===== config.mk =====
export PLATFORM = sky130hd
export DESIGN_NAME = tagged_value_to_decimal_text_core
export DESIGN_NICKNAME = d
export VERILOG_FILES = /design/src/hw/rtl/tvdt_pkg.sv /design/src/hw/rtl/tvdt_front.sv /design/src/hw/rtl/tvdt_fifo.sv /design/src/hw/rtl/tvdt_back.sv /design/src/hw/rtl/tagged_value_to_decimal_text_core.sv
export SDC_FILE = /design/constraint.sdc
export NUM_CORES = 1
export LEC_CHECK = 0
export ABC_AREA = 1
export BUFFER_PORTS_ARGS = -buffer_cell sky130_fd_sc_hd__buf_4
export CORE_UTILIZATION = 45
export DETAILED_ROUTE_END_ITERATION = 7
export GPL_TIMING_DRIVEN = 0
export SLEW_MARGIN = 25
export SYNTH_ARGS = -nofsm -noshare
export SYNTH_HDL_FRONTEND = slang
export SYNTH_SLANG_ARGS = --single-unit

===== constraint.sdc =====
create_clock -name clk_i -period 20.7 [get_ports clk_i]
set_clock_uncertainty 0.1 [all_clocks]
set_input_delay 4.14 -clock clk_i [delete_from_list [all_inputs] [get_ports clk_i]]
set_output_delay 4.14 -clock clk_i [all_outputs]
set_load 0.005 [all_outputs]

===== src/hw/rtl/tvdt_pkg.sv =====
// ----------------------------------------------------------------------------
// tvdt_pkg
// Shared types, constants and keyword tables for the decimal text renderer.
// ----------------------------------------------------------------------------
package tvdt_pkg;

  localparam int WordW     = 64;
  localparam int MaxDigits = 20;
  localparam int DigitW    = 4;
  localparam int BcdW      = MaxDigits * DigitW;
  localparam int CharW     = 8;

  localparam logic [2:0]       TagMask   = 3'h7;
  localparam logic [2:0]       TagInt    = 3'h0;
  localparam logic [2:0]       TagHeap   = 3'h1;
  localparam logic [WordW-1:0] WordNil   = 64'h3;
  localparam logic [WordW-1:0] WordTrue  = 64'hB;
  localparam logic [WordW-1:0] WordFalse = 64'h13;

  localparam logic [CharW-1:0] CharMinus = 8'h2D;
  localparam logic [CharW-1:0] CharNone  = 8'h00;
  localparam logic [3:0]       DigitHigh = 4'h3;

  typedef enum logic [1:0] {
    KIND_NUM,
    KIND_KEYWORD,
    KIND_HEAP
  } kind_e;

  typedef enum logic [1:0] {
    KW_NIL,
    KW_TRUE,
    KW_FALSE,
    KW_VALUE
  } kw_e;

  typedef enum logic [2:0] {
    ST_IDLE,
    ST_CONV,
    ST_SKIP,
    ST_SIGN,
    ST_DIGITS,
    ST_KEYW,
    ST_HEAP
  } state_e;

  typedef struct packed {
    kind_e            kind;
    logic             neg;
    logic [WordW-1:0] mag;
    kw_e              kw;
  } cmd_t;

  // Index of the final character of each keyword.
  function automatic logic [2:0] kw_last_idx(kw_e kw);
    logic [2:0] r;
    unique case (kw)
      KW_NIL:   r = 3'd2;
      KW_TRUE:  r = 3'd3;
      KW_FALSE: r = 3'd4;
      default:  r = 3'd6;
    endcase
    return r;
  endfunction

  function automatic logic [CharW-1:0] kw_char(kw_e kw, logic [2:0] idx);
    logic [CharW-1:0] c;
    c = CharNone;
    unique case (kw)
      KW_NIL: begin
        case (idx)
          3'd0:    c = "n";
          3'd1:    c = "i";
          default: c = "l";
        endcase
      end
      KW_TRUE: begin
        case (idx)
          3'd0:    c = "t";
          3'd1:    c = "r";
          3'd2:    c = "u";
          default: c = "e";
        endcase
      end
      KW_FALSE: begin
        case (idx)
          3'd0:    c = "f";
          3'd1:    c = "a";
          3'd2:    c = "l";
          3'd3:    c = "s";
          default: c = "e";
        endcase
      end
      default: begin
        case (idx)
          3'd0:    c = "<";
          3'd1:    c = "v";
          3'd2:    c = "a";
          3'd3:    c = "l";
          3'd4:    c = "u";
          3'd5:    c = "e";
          default: c = ">";
        endcase
      end
    endcase
    return c;
  endfunction

endpackage


===== src/hw/rtl/tvdt_front.sv =====
// ----------------------------------------------------------------------------
// tvdt_front
// Accepts input words, classifies them and pushes one render request.
// ----------------------------------------------------------------------------
module tvdt_front
  import tvdt_pkg::*;
(
  input  logic             in_valid_i,
  output logic             in_stall_o,
  input  logic             mode_i,
  input  logic [WordW-1:0] word_i,
  input  logic             full_i,
  output logic             push_o,
  output cmd_t             cmd_o
);

  logic [WordW-1:0] shifted;
  logic [2:0]       tag;

  assign tag        = word_i[2:0] & TagMask;
  assign shifted    = {{3{word_i[WordW-1]}}, word_i[WordW-1:3]};
  assign in_stall_o = full_i;
  assign push_o     = in_valid_i && !full_i;

  always_comb begin
    cmd_o.kind = KIND_KEYWORD;
    cmd_o.neg  = 1'b0;
    cmd_o.mag  = word_i;
    cmd_o.kw   = KW_VALUE;
    if (mode_i) begin
      cmd_o.kind = KIND_NUM;
    end else if (tag == TagInt) begin
      cmd_o.kind = KIND_NUM;
      cmd_o.neg  = word_i[WordW-1];
      // magnitude of the shifted value, at most 2^60
      cmd_o.mag  = word_i[WordW-1] ? (~shifted + 1'b1) : shifted;
    end else if (tag == TagHeap && word_i[WordW-1:3] != '0) begin
      cmd_o.kind = KIND_HEAP;
    end else if (word_i == WordNil) begin
      cmd_o.kw = KW_NIL;
    end else if (word_i == WordTrue) begin
      cmd_o.kw = KW_TRUE;
    end else if (word_i == WordFalse) begin
      cmd_o.kw = KW_FALSE;
    end
  end

endmodule


===== src/hw/rtl/tvdt_fifo.sv =====
// ----------------------------------------------------------------------------
// tvdt_fifo
// Short request queue between the classifier and the render engine.
// ----------------------------------------------------------------------------
module tvdt_fifo
  import tvdt_pkg::*;
#(
  parameter int Depth = 2
) (
  input  logic clk_i,
  input  logic rst_ni,
  input  logic push_i,
  input  cmd_t cmd_i,
  output logic full_o,
  input  logic pop_i,
  output logic empty_o,
  output cmd_t cmd_o
);

  localparam int AW = (Depth > 1) ? $clog2(Depth) : 1;
  localparam int CW = $clog2(Depth + 1);

  cmd_t          slot_q [Depth];
  logic [AW-1:0] wr_ptr_q, wr_ptr_d;
  logic [AW-1:0] rd_ptr_q, rd_ptr_d;
  logic [CW-1:0] count_q, count_d;

  assign full_o  = (count_q == CW'(Depth));
  assign empty_o = (count_q == '0);
  assign cmd_o   = slot_q[rd_ptr_q];

  always_comb begin
    wr_ptr_d = wr_ptr_q;
    rd_ptr_d = rd_ptr_q;
    count_d  = count_q;
    if (push_i) begin
      wr_ptr_d = (wr_ptr_q == AW'(Depth - 1)) ? '0 : wr_ptr_q + 1'b1;
    end
    if (pop_i) begin
      rd_ptr_d = (rd_ptr_q == AW'(Depth - 1)) ? '0 : rd_ptr_q + 1'b1;
    end
    if (push_i && !pop_i) begin
      count_d = count_q + 1'b1;
    end else if (pop_i && !push_i) begin
      count_d = count_q - 1'b1;
    end
  end

  always_ff @(posedge clk_i or negedge rst_ni) begin
    if (!rst_ni) begin
      wr_ptr_q <= '0;
      rd_ptr_q <= '0;
      count_q  <= '0;
    end else begin
      wr_ptr_q <= wr_ptr_d;
      rd_ptr_q <= rd_ptr_d;
      count_q  <= count_d;
    end
  end

  always_ff @(posedge clk_i) begin
    if (push_i) begin
      slot_q[wr_ptr_q] <= cmd_i;
    end
  end

endmodule


===== src/hw/rtl/tvdt_back.sv =====
// ----------------------------------------------------------------------------
// tvdt_back
// Render engine: bit-serial binary to BCD conversion and character output.
// ----------------------------------------------------------------------------
module tvdt_back
  import tvdt_pkg::*;
(
  input  logic             clk_i,
  input  logic             rst_ni,
  input  logic             empty_i,
  input  cmd_t             cmd_i,
  output logic             pop_o,
  output logic             out_valid_o,
  input  logic             out_stall_i,
  output logic [CharW-1:0] text_char_o,
  output logic             last_char_o,
  output logic             heap_ref_o
);

  state_e           state_q, state_d;
  logic [WordW-1:0] bin_q, bin_d;
  logic [BcdW-1:0]  bcd_q, bcd_d;
  logic [BcdW-1:0]  bcd_adj;
  logic [5:0]       cnt_q, cnt_d;
  logic [4:0]       ndig_q, ndig_d;
  logic [2:0]       idx_q, idx_d;
  logic             neg_q, neg_d;
  kw_e              kw_q, kw_d;

  logic             ov_q, ov_d;
  logic [CharW-1:0] ch_q, ch_d;
  logic             last_q, last_d;
  logic             heap_q, heap_d;

  logic             can_emit;
  logic             emit;
  logic [DigitW-1:0] top_digit;

  assign can_emit  = !ov_q || !out_stall_i;
  assign top_digit = bcd_q[BcdW-1 -: DigitW];

  // add 3 to every digit of 5 or more before the shift
  always_comb begin
    for (int i = 0; i < MaxDigits; i++) begin
      bcd_adj[i*DigitW +: DigitW] = (bcd_q[i*DigitW +: DigitW] >= 4'd5) ?
          bcd_q[i*DigitW +: DigitW] + 4'd3 : bcd_q[i*DigitW +: DigitW];
    end
  end

  always_comb begin
    state_d = state_q;
    bin_d   = bin_q;
    bcd_d   = bcd_q;
    cnt_d   = cnt_q;
    ndig_d  = ndig_q;
    idx_d   = idx_q;
    neg_d   = neg_q;
    kw_d    = kw_q;
    pop_o   = 1'b0;
    emit    = 1'b0;
    ch_d    = ch_q;
    last_d  = 1'b0;
    heap_d  = 1'b0;
    unique case (state_q)
      ST_IDLE: begin
        if (!empty_i) begin
          pop_o = 1'b1;
          bin_d = cmd_i.mag;
          bcd_d = '0;
          cnt_d = '0;
          neg_d = cmd_i.neg;
          kw_d  = cmd_i.kw;
          idx_d = '0;
          unique case (cmd_i.kind)
            KIND_NUM:     state_d = ST_CONV;
            KIND_HEAP:    state_d = ST_HEAP;
            default:      state_d = ST_KEYW;
          endcase
        end
      end
      ST_CONV: begin
        bcd_d = {bcd_adj[BcdW-2:0], bin_q[WordW-1]};
        bin_d = {bin_q[WordW-2:0], 1'b0};
        cnt_d = cnt_q + 1'b1;
        if (cnt_q == 6'(WordW - 1)) begin
          ndig_d  = 5'(MaxDigits);
          state_d = ST_SKIP;
        end
      end
      ST_SKIP: begin
        // drop leading zeros, keep at least one digit
        if (top_digit == '0 && ndig_q != 5'd1) begin
          bcd_d  = {bcd_q[BcdW-DigitW-1:0], {DigitW{1'b0}}};
          ndig_d = ndig_q - 1'b1;
        end else begin
          state_d = neg_q ? ST_SIGN : ST_DIGITS;
        end
      end
      ST_SIGN: begin
        if (can_emit) begin
          emit    = 1'b1;
          ch_d    = CharMinus;
          state_d = ST_DIGITS;
        end
      end
      ST_DIGITS: begin
        if (can_emit) begin
          emit   = 1'b1;
          ch_d   = {DigitHigh, top_digit};
          last_d = (ndig_q == 5'd1);
          bcd_d  = {bcd_q[BcdW-DigitW-1:0], {DigitW{1'b0}}};
          ndig_d = ndig_q - 1'b1;
          if (ndig_q == 5'd1) begin
            state_d = ST_IDLE;
          end
        end
      end
      ST_KEYW: begin
        if (can_emit) begin
          emit   = 1'b1;
          ch_d   = kw_char(kw_q, idx_q);
          last_d = (idx_q == kw_last_idx(kw_q));
          idx_d  = idx_q + 1'b1;
          if (idx_q == kw_last_idx(kw_q)) begin
            state_d = ST_IDLE;
          end
        end
      end
      ST_HEAP: begin
        if (can_emit) begin
          emit    = 1'b1;
          ch_d    = CharNone;
          last_d  = 1'b1;
          heap_d  = 1'b1;
          state_d = ST_IDLE;
        end
      end
      default: state_d = ST_IDLE;
    endcase
    if (emit) begin
      ov_d = 1'b1;
    end else begin
      ov_d = ov_q && out_stall_i;
    end
  end

  always_ff @(posedge clk_i or negedge rst_ni) begin
    if (!rst_ni) begin
      state_q <= ST_IDLE;
      ov_q    <= 1'b0;
    end else begin
      state_q <= state_d;
      ov_q    <= ov_d;
    end
  end

  always_ff @(posedge clk_i) begin
    bin_q  <= bin_d;
    bcd_q  <= bcd_d;
    cnt_q  <= cnt_d;
    ndig_q <= ndig_d;
    idx_q  <= idx_d;
    neg_q  <= neg_d;
    kw_q   <= kw_d;
    if (emit) begin
      ch_q   <= ch_d;
      last_q <= last_d;
      heap_q <= heap_d;
    end
  end

  assign out_valid_o = ov_q;
  assign text_char_o = ch_q;
  assign last_char_o = last_q;
  assign heap_ref_o  = heap_q;

  a_heap_is_last: assert property (@(posedge clk_i) disable iff (!rst_ni)
    ov_q && heap_q |-> last_q)
    else $error("heap reference result without last marker");

  a_digit_range: assert property (@(posedge clk_i) disable iff (!rst_ni)
    state_q == ST_DIGITS |-> top_digit <= 4'd9 && ndig_q != 5'd0)
    else $error("invalid BCD digit or digit count at output");

  a_sign_only_neg: assert property (@(posedge clk_i) disable iff (!rst_ni)
    state_q == ST_SIGN |-> neg_q)
    else $error("minus sign for a non-negative value");

  a_pop_from_idle: assert property (@(posedge clk_i) disable iff (!rst_ni)
    pop_o |-> state_q == ST_IDLE && !empty_i)
    else $error("request taken while engine busy");

endmodule


===== src/hw/rtl/tagged_value_to_decimal_text_core.sv =====
// ----------------------------------------------------------------------------
// tagged_value_to_decimal_text_core
// Renders a 64-bit raw or tagged word as ASCII decimal or keyword text.
// ----------------------------------------------------------------------------
// Input channel (in_valid_i / in_stall_o): one request carries mode_i and
// word_i. A classifier turns it into a render request and places it in a
// short queue, so new words are taken while the engine is still busy.
// Output channel (out_valid_o / out_stall_i): one ASCII character per
// transfer, most significant first, last_char_o on the final one. A heap
// reference gives a single transfer with heap_ref_o set and no text.
// Per number: the engine dequeues the request, runs the bit-serial BCD
// conversion, drops each leading zero digit in turn and leaves the skip
// step, then emits one character per cycle while the output does not
// stall. Keywords are dequeued and emit one character per cycle likewise;
// a heap reference is dequeued and gives its one transfer. A new request
// is taken only from idle; the 64-step shift-and-add-3 loop sets the rate.
// Reset clears the queue and the engine; no item is pending afterwards.
// A stalled output holds its character; the engine waits, the queue fills,
// and then in_stall_o rises.
// ----------------------------------------------------------------------------
module tagged_value_to_decimal_text_core
  import tvdt_pkg::*;
#(
  parameter int QUEUE_DEPTH = 2
) (
  input  logic             clk_i,
  input  logic             rst_ni,
  input  logic             in_valid_i,
  output logic             in_stall_o,
  input  logic             mode_i,
  input  logic [WordW-1:0] word_i,
  output logic             out_valid_o,
  input  logic             out_stall_i,
  output logic [CharW-1:0] text_char_o,
  output logic             last_char_o,
  output logic             heap_ref_o
);

  logic push, pop, full, empty;
  cmd_t cmd_in, cmd_out;

  tvdt_front u_front (
    .in_valid_i (in_valid_i),
    .in_stall_o (in_stall_o),
    .mode_i     (mode_i),
    .word_i     (word_i),
    .full_i     (full),
    .push_o     (push),
    .cmd_o      (cmd_in)
  );

  tvdt_fifo #(
    .Depth (QUEUE_DEPTH)
  ) u_fifo (
    .clk_i   (clk_i),
    .rst_ni  (rst_ni),
    .push_i  (push),
    .cmd_i   (cmd_in),
    .full_o  (full),
    .pop_i   (pop),
    .empty_o (empty),
    .cmd_o   (cmd_out)
  );

  tvdt_back u_back (
    .clk_i       (clk_i),
    .rst_ni      (rst_ni),
    .empty_i     (empty),
    .cmd_i       (cmd_out),
    .pop_o       (pop),
    .out_valid_o (out_valid_o),
    .out_stall_i (out_stall_i),
    .text_char_o (text_char_o),
    .last_char_o (last_char_o),
    .heap_ref_o  (heap_ref_o)
  );

endmodule


=== After elaboration in Yosys (flattened, before gate mapping) ===
Memories as Yosys holds them, arrays and structs flattened.
Cells that the tools add are included.

* Add/sub/neg operators: 28
* Magnitude comparators: 20
* Eq/ne operators: 33
* Muxes and demuxes: 85
* Bitwise operators: 2
* Reduce and logical (&&, ||, !) cells: 34

{| class="wikitable"
|+ Operator list
! cell !! count
|-
| $pmux W80 S4 || 1
|-
| $mux W80 || 3
|-
| $mux W64 || 2
|-
| $pmux W64 S2 || 1
|-
| $ge A4 B3 Y1 const B || 20
|-
| $add A4 B2 Y4 const B || 19
|-
| $mux W4 || 19
|-
| $mux W67 || 1
|-
| $mux W65 || 1
|-
| $add A64 B1 Y64 const B || 1
|-
| $eq A64 B2 Y1 const B || 1
|-
| $eq A64 B4 Y1 const B || 1
|-
| $eq A64 B5 Y1 const B || 1
|-
| $not A64 Y64 || 1
|-
| $reduce_bool A61 Y1 || 1
|-
| $mux W3 || 15
|-
| $pmux W7 S6 || 1
|-
| $mux W8 || 4
|-
| $pmux W8 S4 || 1
|-
| $pmux W5 S3 || 2
|-
| $pmux W8 S3 || 1
|-
| $pmux W3 S7 || 1
|-
| $pmux W5 S4 || 1
|-
| $mux W2 || 9
|-
| 41 further kinds || 94
|}

* Register bits: 179
* Memory bits (writable): 138
* Input bits: 69
* Output and inout port bits: 12
* Word-level logic and storage cells: 218
* Memories: 1

{| class="wikitable"
|+ Memories
! name !! depth !! bits a word !! read ports !! clocked after Yosys merged registers in !! write ports !! RTL line !! RTL
|-
| u_fifo.slot_q || 2 || 69 || 1 || 0 || 1 || tvdt_fifo.sv:23 || <nowiki>cmd_t slot_q [Depth];</nowiki>
|}

=== Depth between registers and ports, before layout ===
Gate-level depths: netlist (run 1).

* Depth after elaboration: 8
* Gate-level depth with buffers: 11
* Mapped depth without buffers: 11

=== By module ===
From an unflattened synthesis (run 1), not the netlist that was laid out.

* Cell total of the unflattened synthesis: 1,908
* Area total of the unflattened synthesis: 18,184.9 µm²

{| class="wikitable"
|+ By module, submodules not included
! module !! times used !! cells an instance !! area an instance (µm²) !! sequential area each (µm²)
|-
| tvdt_back || 1 || 1,040 || 9,514.1 || 5,205.0
|-
| tvdt_fifo || 1 || 240 || 5,537.8 || 4,244.1
|-
| tvdt_front || 1 || 628 || 3,133.0 || 0.0
|}

=== Least setup slack after synthesis (run 1) ===
Ideal clock, no wire load.

* Path kind: input -> register
* Start point: input port out_stall_i
* End point: register u_back.bcd_q[0], enable pin
* Setup time: 0.647 ns
* Arrival: 10.368 ns
* Required time: 19.953 ns
* Slack: 9.585 ns
* Stages: 5
* Path buffers: 0
* Cells stage by stage: nand2_1 > inv_1 > nand2_1 > nand2_1 > a221oi_1

* Cells in the longest elaborated chain, start to end: 4

{| class="wikitable"
|+ Ends and longest elaborated chain
! what !! RTL line !! RTL
|-
| from (decl) || tagged_value_to_decimal_text_core.sv:33 || <nowiki>input logic out_stall_i,</nowiki>
|-
| $logic_not A1 Y1 || tvdt_back.sv:39 || <nowiki>assign can_emit = !ov_q || !out_stall_i;</nowiki>
|-
| $logic_or A1 B1 Y1 || tvdt_back.sv:39 ||
|-
| $ne A2 B1 Y1 (no source line) || n/a ||
|-
| $reduce_and A4 Y1 (no source line) || n/a ||
|-
| to (signal assigned) || tvdt_back.sv:159 || <nowiki>bcd_q <= bcd_d;</nowiki>
|-
| to (decl) || tvdt_back.sv:22 || <nowiki>logic [BcdW-1:0] bcd_q, bcd_d;</nowiki>
|}

Every way passes these cells.
A chain may end at the register's enable or synchronous reset.

==> metrics.txt, run 1 <==
Die Span Y 199 um; crit path from word_i[3]; CTS tree yes; Hold/Removal Path Class reg2reg; Layout area overhead 15.0%; Hold Path Origin u_fifo.slot_q[0][66]; Starting Density a little under half; CP arrival about 6.3 ns; DP Wirelength between 30000 and 40000 um; Num CTS Buffers 35; ANT nets after route 0; Nets about 2100; final setup violation count 0; metal3 WL 2480 um; Skew-Pair Late Insertion Delay approximately 0.54 ns; Worst EP required ~21 ns; # rows just over 70; IO buf count roughly 80; worst hold stages 2; Clk Tree Root Cell clkbuf_16; Inst Count DP 2500; vias post-DR 13700; drt initial violations 837; critical-path cell list buf_4 > clkinv_1 > ha_1 > inv_1 > nor2_1 > nand2_1 > a21oi_1 > nand2_1 > nand2_1 > nand2_1 > a21boi_0; syn nets between 2000 and 2500; Mapped Area around 17000 um^2; core area between 30000 and 40000 um^2; Final Non-Filler Cells approximately 2600; Reg clk slew, reported paths 0.06 ns; Async S/R FF share, synth ~2.5%; Crit Path Class in2reg; Worst Tran Pin Value around 0.78 ns; Slew Viols, Final 0; post-synthesis sequential area ratio 54.3%; Crit. End Element register; Final period util between 20% and 30%; Worst Hold End u_back.neg_q; n_diodes 0; critical path launch point type input pin; initial antenna violation count 0; hold_buf cts 0; grt ovf 0; Clk pwr share between 20% and 30%; IO Count 81; LEAKAGE just over 8 nW; final WL 46400 um; Post-Syn Instances between 1500 and 2000; Hold Vio Cnt, Final 0; Synth cell types 50; switching share of power around two fifths; Sink Count between 300 and 400; CTS max path bufs 3; first-pass GRT wire length approximately 70000 um; met2 WL post-DR 22000 um; Max FO, Critical Path 8; setup slack, reg-to-reg 17.47 ns; share of layout cells above drive strength 1 11.7%; FILL cells 3480; worst reg2reg path endpoint u_back.bcd_q[18]; M1 wire length 21100 um; most frequent CP cell nand2_1; GPL Wtd Cong 0.952; Yosys Warn Count 0; H-Tree Depth 2; largest net degree at the start of global routing 38; number of synthesized flops with an enable pin around 310; Crit-path slowest cell a21oi_1; post_cts resized 0; DRC viols 0; Vias/cell between 5 and 6; status finished clean; Cell Int Power between 1.5 and 2 mW; PwrDens 149 nW/um^2; Critical R2R Launch u_back.state_q[2]; DR pass1 iterations 6; minimum clock period between 6 and 7 ns; GRT Util Overall 23.8%; vias in the first global route ~13000; Rel. slew slack between 40% and 50%; Combinational Power Share slightly below 40%; chip width ~200 um; top sig layer met4; Main synth FF type edfxtp_1; Switching Power 1.15 mW; Seq pwr share 40.7%; VDD IR max 0.0000689 V; f_max approximately 160 MHz; postcts setup bufs 0; wire per inst 18.1 um; Synth Area per Inst ~9.2 um^2; DIE AREA 39400 um^2; hold slack between 0.4 and 0.5 ns; register bit count reported by yosys about 320; unrepaired setup endpoints after global routing no; path depth of the worst reg2reg path 10; CP peak stage delay roughly 0.52 ns; MaxCap Viol Count 0; setup TNS 0 ns
## registers in the layout (all words and copies together) (netlist names), 2 cells and up
register            count
u_back.text_char_o      7
u_back.cnt_q            6
u_fifo.count_q          2
u_back.kw_q             2
u_back.bin_q           64
u_back.state_q          3
u_back.ndig_q           5
u_back.idx_q            3
u_back.bcd_q           80
u_fifo.slot_q         138
## cell type report
type                            instances  area, um^2  share of cell area [%]
Tap cell                              511         639                    3.20
Buffer                                 66         310                    1.55
Inverter                              198         743                    3.71
Timing Repair Buffer                   91         838                    4.19
Multi-Input combinational cell       1318        6930                    34.6
Sequential cell                       316        9450                    47.2
Clock inverter                         20         171                   0.857
Clock buffer                           43         927                    4.63
## cell usage after synthesis, types with 4 or more instances
library cell	instances	share of area (%)
dfrtp_1	8	1.2
nand3_1	98	2.8
o21ai_0	139	4.0
nand2_1	464	10
nand2_2	6	0.22
o22ai_1	25	0.90
a21boi_0	10	0.43
inv_1	193	4.2
a31oi_1	66	2.4
o211ai_1	6	0.26
nor2_1	235	5.1
buf_2	35	1.0
xnor2_1	5	0.25
a21oi_1	26	0.75
o32ai_1	19	0.96
o21ai_2	4	0.20
edfxtp_1	308	53
mux2i_1	23	1.3
or2_2	22	0.79
nor3_1	9	0.26
nor2_2	6	0.22
clkbuf_1	24	0.52
nand4_1	8	0.29
o21a_1	5	0.22
a21boi_1	9	0.39
ha_1	51	3.7
xor2_1	53	2.7
## cells in the final DEF, fill, tap and decap left out, types with 9 or more instances in the layout
cell type,synthesis,final
nand2_1,464,463
edfxtp_1,308,308
nor2_1,235,233
inv_1,193,193
o21ai_0,139,139
nand3_1,98,98
buf_4,3,81
a31oi_1,66,66
xor2_1,53,53
ha_1,51,51
clkbuf_16,0,36
buf_2,35,35
clkbuf_1,24,31
a21oi_1,26,26
o22ai_1,25,25
mux2i_1,23,23
or2_2,22,22
o32ai_1,19,19
a21boi_0,10,10
nor3_1,9,9
a21boi_1,9,9
## power groups by stage
stage          registers [mW]  logic [mW]  clock network, mW
2_1_floorplan            1.24       0.771                  0
3_3_place_gp             1.29        1.06                  0
3_5_place_dp             1.22        1.17                  0
4_1_cts                  1.21        1.18              0.613
5_1_grt                  1.24        1.31              0.635
6_report                 1.21        1.17              0.600
## worst max-delay path, delay by kind of cell
kind	cells	cell delay, ns
buf+inv	3	0.34
compound gates	2	0.89
fa+ha+maj	1	0.22
simple gates	5	0.67
## metal layers
layer  track usage (%)  vias up
met5                 0        -
met1              32.4     6474
met4              7.07        0
met2              39.8      389
met3              2.90       72
li1                  -     6725
## cells by family after synthesis
family / after synthesis / synth area share [%]
buffers and inverters: 264 / 6.06
muxes: 23 / 1.32
xor gates and xnor gates: 58 / 2.92
adders and majority gates: 51 / 3.67
other: 1 / 0.0216
DFF: 316 / 54.3
and+or+nand+nor: 861 / 20.4
AOI/OAI and AO/OA: 324 / 11.3
## per-stage QoR
| stage | instance area (um^2) | power, mW | setup WS (ns) | util (%) |
|---|---|---|---|---|
| 3_5_place_dp | 18900 | 2.39 | 14.20 | 50.0 |
| 3_3_place_gp | 18600 | 2.35 | 6.53 | 49.2 |
| 6_report | 20000 | 2.98 | 14.62 | 52.9 |
| 4_1_cts | 20000 | 3.00 | 14.76 | 52.9 |
| 2_1_floorplan | 17400 | 2.01 | 9.59 | - |
| 5_1_grt | 20000 | 3.19 | 14.60 | 52.9 |
## worst max path at each step
stage / end / slack, ns / cells past startpoint
after floorplan: u_back.bcd_q[0] / 9.59 / 5
after global placement: u_back.bcd_q[17] / 6.53 / 6
after detailed placement: u_back.bcd_q[17] / 14.20 / 10
after CTS: u_fifo.slot_q[0][56] / 14.76 / 11
after global routing: u_back.bcd_q[17] / 14.60 / 10
final: u_fifo.slot_q[0][56] / 14.62 / 11
(Power assumes the default switching activity.)
==> run 2, diff against run 1 <==
- ABC_AREA: 1 -> 0
- clock period: 20.7 -> 5.9 ns (I/O delays scaled with it)
==> run 2 against run 1 <==
- die area is 4.6% lower
- count of clock-buffer cells in the layout up 8
- hold slack worse by 0.053 ns
- setup slack got worse by 12 ns
- synthesized cell count decreased by 20%
- wire length down 15%
- non-clock buffer count increased by 4
==> metrics.txt, run 2 <==
commonest non-fill, non-tap cell in the layout edfxtp_1; grt ovf 0; GRT Util Overall about a fifth; chip width 194 um; share of layout cells above drive strength 1 approximately 10%; top cell type by total area after synthesis edfxtp_1; Crit Path Class in2reg; Slew Viols, Final 0; DP Wirelength 26800 um; Synth Area per Inst 11.0 um^2; Hold/Removal Path Class in2async; Cell Int Power around 6.6 mW; Top Registers u_fifo.slot_q: 138 flops, u_back.bcd_q: 80 flops, u_back.bin_q: 64 flops; final setup violation count 0; Crit-path slowest cell nand4_1; Hold Vio Cnt, Final 0; Yosys Warn Count 0; Starting Density 46.2%; ANT nets after route 0; CTS max path bufs 3; Clk Tree Root Cell clkbuf_16; Skew-Pair Late Insertion Delay approximately 0.53 ns; postcts setup bufs 0; critical-path cell list buf_4 > or4_1 > nor4_2 > nand4_1 > o31ai_1 > xor2_1 > o21ai_0; Rel. slew slack about 34%; unrepaired setup endpoints after global routing no; syn nets roughly 1600; DR pass1 iterations 5; post-synth top area share between 50% and 60%; Seq pwr share between 40% and 50%; f_max 271 MHz; IO buf count between 70 and 80; Reg with most FFs u_fifo.slot_q; largest net degree at the start of global routing 47; Final Util around 53%; Post-Syn Instances around 1500; Worst EP required 6.10 ns; drt initial violations around 770; vias in the first global route around 12000; CTS tree yes; Combinational Power Share 37.1%; Mapped Area ~17000 um^2; number of synthesized flops with an enable pin approximately 300; switching share of power a little under two fifths; post_cts resized 0; top post-synthesis cells by count 308 x edfxtp_1, 164 x o21ai_0, 156 x nand2_1; hold slack ~0.36 ns; LEAKAGE between 7 and 8 nW; Clk pwr share about a fifth; initial antenna violation count 0; Main synth FF type edfxtp_1; most frequent cells in the layout 308 x edfxtp_1, 164 x o21ai_0, 156 x nand2_1, 149 x a21oi_1, 126 x nor2_1; minimum clock period between 3 and 4 ns; Vias/cell about 5.7; post-synthesis sequential area ratio between 50% and 60%; Sink Count around 320; Reg clk slew, reported paths 0.06 ns; Layout area overhead 15.2%; Num CTS Buffers 37; n_diodes 0; register bit count reported by yosys approximately 320; FILL cells roughly 3200; Die Span Y about 190 um; core area about 36000 um^2; Synth cell types just over 60; first-pass GRT wire length 62700 um; H-Tree Depth 2; Switching Power about 3.8 mW; GPL Wtd Cong about 0.86; # rows 69; final WL a little under 40000 um; MaxCap Viol Count 0; VDD IR max just under 0.0003 V; count leader, synth edfxtp_1; CP arrival between 3 and 4 ns; DRC viols 0; PwrDens roughly 550 nW/um^2; IO Count about 80; wire per inst around 18 um; critical path launch point type input pin; Largest register FFs around 140; Crit. End Element register; status finished clean; DIE AREA roughly 38000 um^2; Async S/R FF share, synth between 2 and 3%; Final period util 62.5%; Worst Tran Pin Value between 0.9 and 1 ns; CP peak stage delay around 0.6 ns; Nets ~1800; Max FO, Critical Path 6; leading post-synthesis cells by cell area edfxtp_1 56%, o21ai_0 5.0%, a21oi_1 4.5%; vias post-DR approximately 12000; hold_buf cts 0
-- run 2: cell type report --
cell class	instances	area (um^2)	share of cell area, %
multi-input cells	1060	6640	34.8
plain buffers	76	290	1.52
flip-flops and latches	316	9450	49.5
clock buffers	51	1020	5.33
inverters	58	218	1.14
repair buffers	85	746	3.91
well taps	461	577	3.02
clock inverters	14	150	0.786
-- run 2: power by group through the flow --
stage          clock network, mW  logic [mW]  registers (mW)
2_1_floorplan                  0        2.71            4.25
3_3_place_gp                   0        3.63            4.42
3_5_place_dp                   0        3.87            4.35
4_1_cts                     2.28        3.89            4.31
5_1_grt                     2.36        4.36            4.42
6_report                    2.23        3.86            4.32
-- run 2: worst paths after layout --
path                                        start                    to  slack [ns]  cells past startpoint
worst max-delay path                   word_i[31]  u_fifo.slot_q[0][49]        2.22                      7
worst min-delay path                       rst_ni    u_back.out_valid_o        0.36                      1
worst max register to register  u_back.state_q[2]      u_back.bin_q[17]        2.49                      7
worst min register to register  u_fifo.count_q[1]     u_fifo.count_q[1]        0.44                      1
max in group asynchronous                  rst_ni       u_fifo.rd_ptr_q        5.21                      1
min in group clk_i              u_fifo.count_q[1]     u_fifo.count_q[1]        0.44                      1
-- run 2: logic make-up (layout without fill, tap and decap cells) --
group / Yosys count / after routing / synth area share [%]
simple gates: 440 / 440 / 12.8
compound gates: 398 / 398 / 13.8
flops: 316 / 316 / 57.0
buf+inv: 134 / 284 / 3.06
xor+xnor: 100 / 100 / 5.28
mux: 70 / 70 / 4.26
fa+ha+maj: 51 / 51 / 3.85
other cells: 1 / 1 / 0.0226
-- run 2: critical path, delay by kind of cell --
kind	cells	cell delay (ns)
simple gates	3	1.70
compound gates	2	0.77
buf+inv	1	0.14
xor+xnor	1	0.10
-- run 2: per-layer routing --
metal,track usage [%],vias to the layer above,part of all wire (%)
met2,34.4,300,46
met4,6.91,0,2.6
li1,-,5774,-
met1,28.4,5868,46
met3,2.99,65,5.4
met5,0,-,0
-- run 2: metrics by stage --
| stage | power [mW] | instances | cell area, um^2 | setup TNS [ns] | worst slack, ns |
|---|---|---|---|---|---|
| finish | 10.4 | 2121 | 19100 | 0 | 2.22 |
| global route | 11.1 | 2121 | 19100 | 0 | 2.18 |
| CTS | 10.5 | 2121 | 19100 | 0 | 2.34 |
| detailed placement | 8.22 | 2056 | 17900 | 0 | 1.77 |
| global placement | 8.05 | 2048 | 17700 | -93.46 | -0.988 |
| floorplan | 6.96 | 1510 | 16600 | 0 | 1.15 |
==> run 3, diff against run 2 <==
- clock period: 5.9 -> 3.9 ns (I/O delays scaled with it)
==> run 3 against run 2 <==
- wire length shrank 0.23%
- combinational power rose by 51%
- count of clock-buffer cells in the layout fell by 5
- total power up 51%
- cell count is the same
- final area about the same
- global-route usage increased by 0.15 points
- sequential cell count unchanged
- critical path type is now reg2reg
- critical endpoint is now u_back.bin_q[16]
==> metrics.txt, run 3 (synthesis gave the netlist of run 2 again) <==
status finished clean; FILL cells between 3000 and 4000; vias in the first global route about 12000; Combinational Power Share between 30% and 40%; most frequent cells in the layout 308 x edfxtp_1, 164 x o21ai_0, 156 x nand2_1, 149 x a21oi_1, 126 x nor2_1; IO Count just over 80; Post-Place Cell Area 17900 um^2; DR pass1 iterations 6; Final period util between 80% and 90%; DRC viols 0; Starting Density a little under half; wire per inst approximately 18 um; post_cts resized 0; multi-input logic area ~6700 um^2; Reg clk slew, reported paths about 0.060 ns; Max FO, Critical Path 10; Crit. End Element register; Seq pwr share between 40% and 50%; Skew-Pair Late Insertion Delay around 0.54 ns; CTS tree yes; Worst Tran Pin Value between 0.9 and 1 ns; hold slack between 0.4 and 0.5 ns; GRT Util Overall around a fifth; initial antenna violation count 0; Cell Int Power a little under 10 mW; final setup violation count 0; PwrDens 824 nW/um^2; Clk Tree Root Cell clkbuf_16; core area 35900 um^2; Vias/cell 5.61; Num CTS Buffers 37; Slew Viols, Final 0; critical path launch point type register; final instance area between 15000 and 20000 um^2; Switching Power 5.82 mW; Hold/Removal Path Class in2reg; Clk pwr share between 20% and 30%; Sink Count between 300 and 400; ANT nets after route 0; DP Wirelength roughly 27000 um; first-pass GRT wire length 62900 um; Die Span Y ~190 um; Nets 1754; MaxCap Viol Count 0; LEAKAGE 7.03 nW; IO buf count 77; Reg with most FFs u_fifo.slot_q; Worst EP required about 4.1 ns; Hold Vio Cnt, Final 0; GPL Wtd Cong roughly 0.84; chip width about 190 um; switching share of power a little under two fifths; CTS max path bufs 3; Layout area overhead 15.2%; n_diodes 0; vias post-DR between 10000 and 15000; Top Registers u_fifo.slot_q: 138 flops, u_back.bcd_q: 80 flops, u_back.bin_q: 64 flops; storage element area 9450 um^2; # rows 69; minimum clock period ~3.5 ns; CP arrival about 3.6 ns; commonest non-fill, non-tap cell in the layout edfxtp_1; DIE AREA approximately 38000 um^2; H-Tree Depth 2; grt ovf 0; drt initial violations 871; largest net degree at the start of global routing 49; VDD IR max around 0.00035 V; share of layout cells above drive strength 1 9.88%; Crit Path Class reg2reg; Rel. slew slack between 30 and 40%; unrepaired setup endpoints after global routing no; f_max 287 MHz; final WL slightly below 40000 um; Largest register FFs around 140
run 3: changes by cell type in the layout (fill, tap and decap cells not counted), sizes merged:
cell,change
clkbuf,-5
clkinv,+5
buf,-1
clkinvlp,+1
dlygate4sd3,+1
inv,-1
run 3: path summary, 6_finish.rpt:
| path | from | to | slack, ns | depth (start not counted) |
|---|---|---|---|---|
| max in group asynchronous | rst_ni | u_fifo.rd_ptr_q | 3.06 | 2 |
| min in group asynchronous | rst_ni | u_back.state_q[2] | 0.51 | 2 |
| worst max-delay path | u_back.state_q[2] | u_back.bin_q[16] | 0.41 | 7 |
| worst max register to register | u_back.state_q[2] | u_back.bin_q[16] | 0.41 | 7 |
| worst min register to register | u_fifo.wr_ptr_q | u_fifo.wr_ptr_q | 0.45 | 1 |
| worst min-delay path | out_stall_i | u_back.out_valid_o | 0.42 | 3 |
run 3: layout make-up:
class                   instances  area share (%)
inverters                      58            1.14
clock inverters                19           0.897
repair buffers                 85            3.90
plain buffers                  76            1.52
multi-input cells            1060            34.8
clock buffers                  46            5.25
well taps                     461            3.02
flip-flops and latches        316            49.5
run 3: stage by stage:
stage	setup TNS, ns	setup slack (ns)	power [mW]	utilization [%]	instances
floorplan	0	0.295	10.5	-	1510
global placement	-147.04	-1.03	12.2	49.4	2048
detailed placement	0	0.122	12.4	49.9	2055
CTS	0	0.398	15.9	53.2	2121
global route	0	0.178	16.8	53.2	2121
finish	0	0.411	15.7	53.2	2121
run 3: power by group through the flow:
stage	Sequential (mW)	Combinational [mW]	Clock, mW
final	6.55	5.81	3.38
after floorplan	6.41	4.11	0
after global placement	6.65	5.50	0
after global routing	6.70	6.54	3.59
after detailed placement	6.60	5.84	0
after CTS	6.54	5.87	3.44
run 3: per-layer routing:
metal	vias to the layer above	part of all wire (%)	GRT usage, %
met2	304	47	34.4
met1	5771	46	29.1
met5	-	0	0
met4	0	2.1	6.67
li1	5775	-	-
met3	55	4.6	2.71
run 3: critical path: stages (launching register included):
cell      delay (ns)
dfrtp_1         0.32
clkbuf_1        0.33
nor2_1          0.21
nand2_1         0.25
clkbuf_1        0.59
clkbuf_1        0.73
clkbuf_1        0.51
a21oi_1         0.15
run 3: timing repair:
action	4_1_cts	5_1_grt
setup buffers	0	0
hold buffers	1	0
hold endpoints to repair	8	0
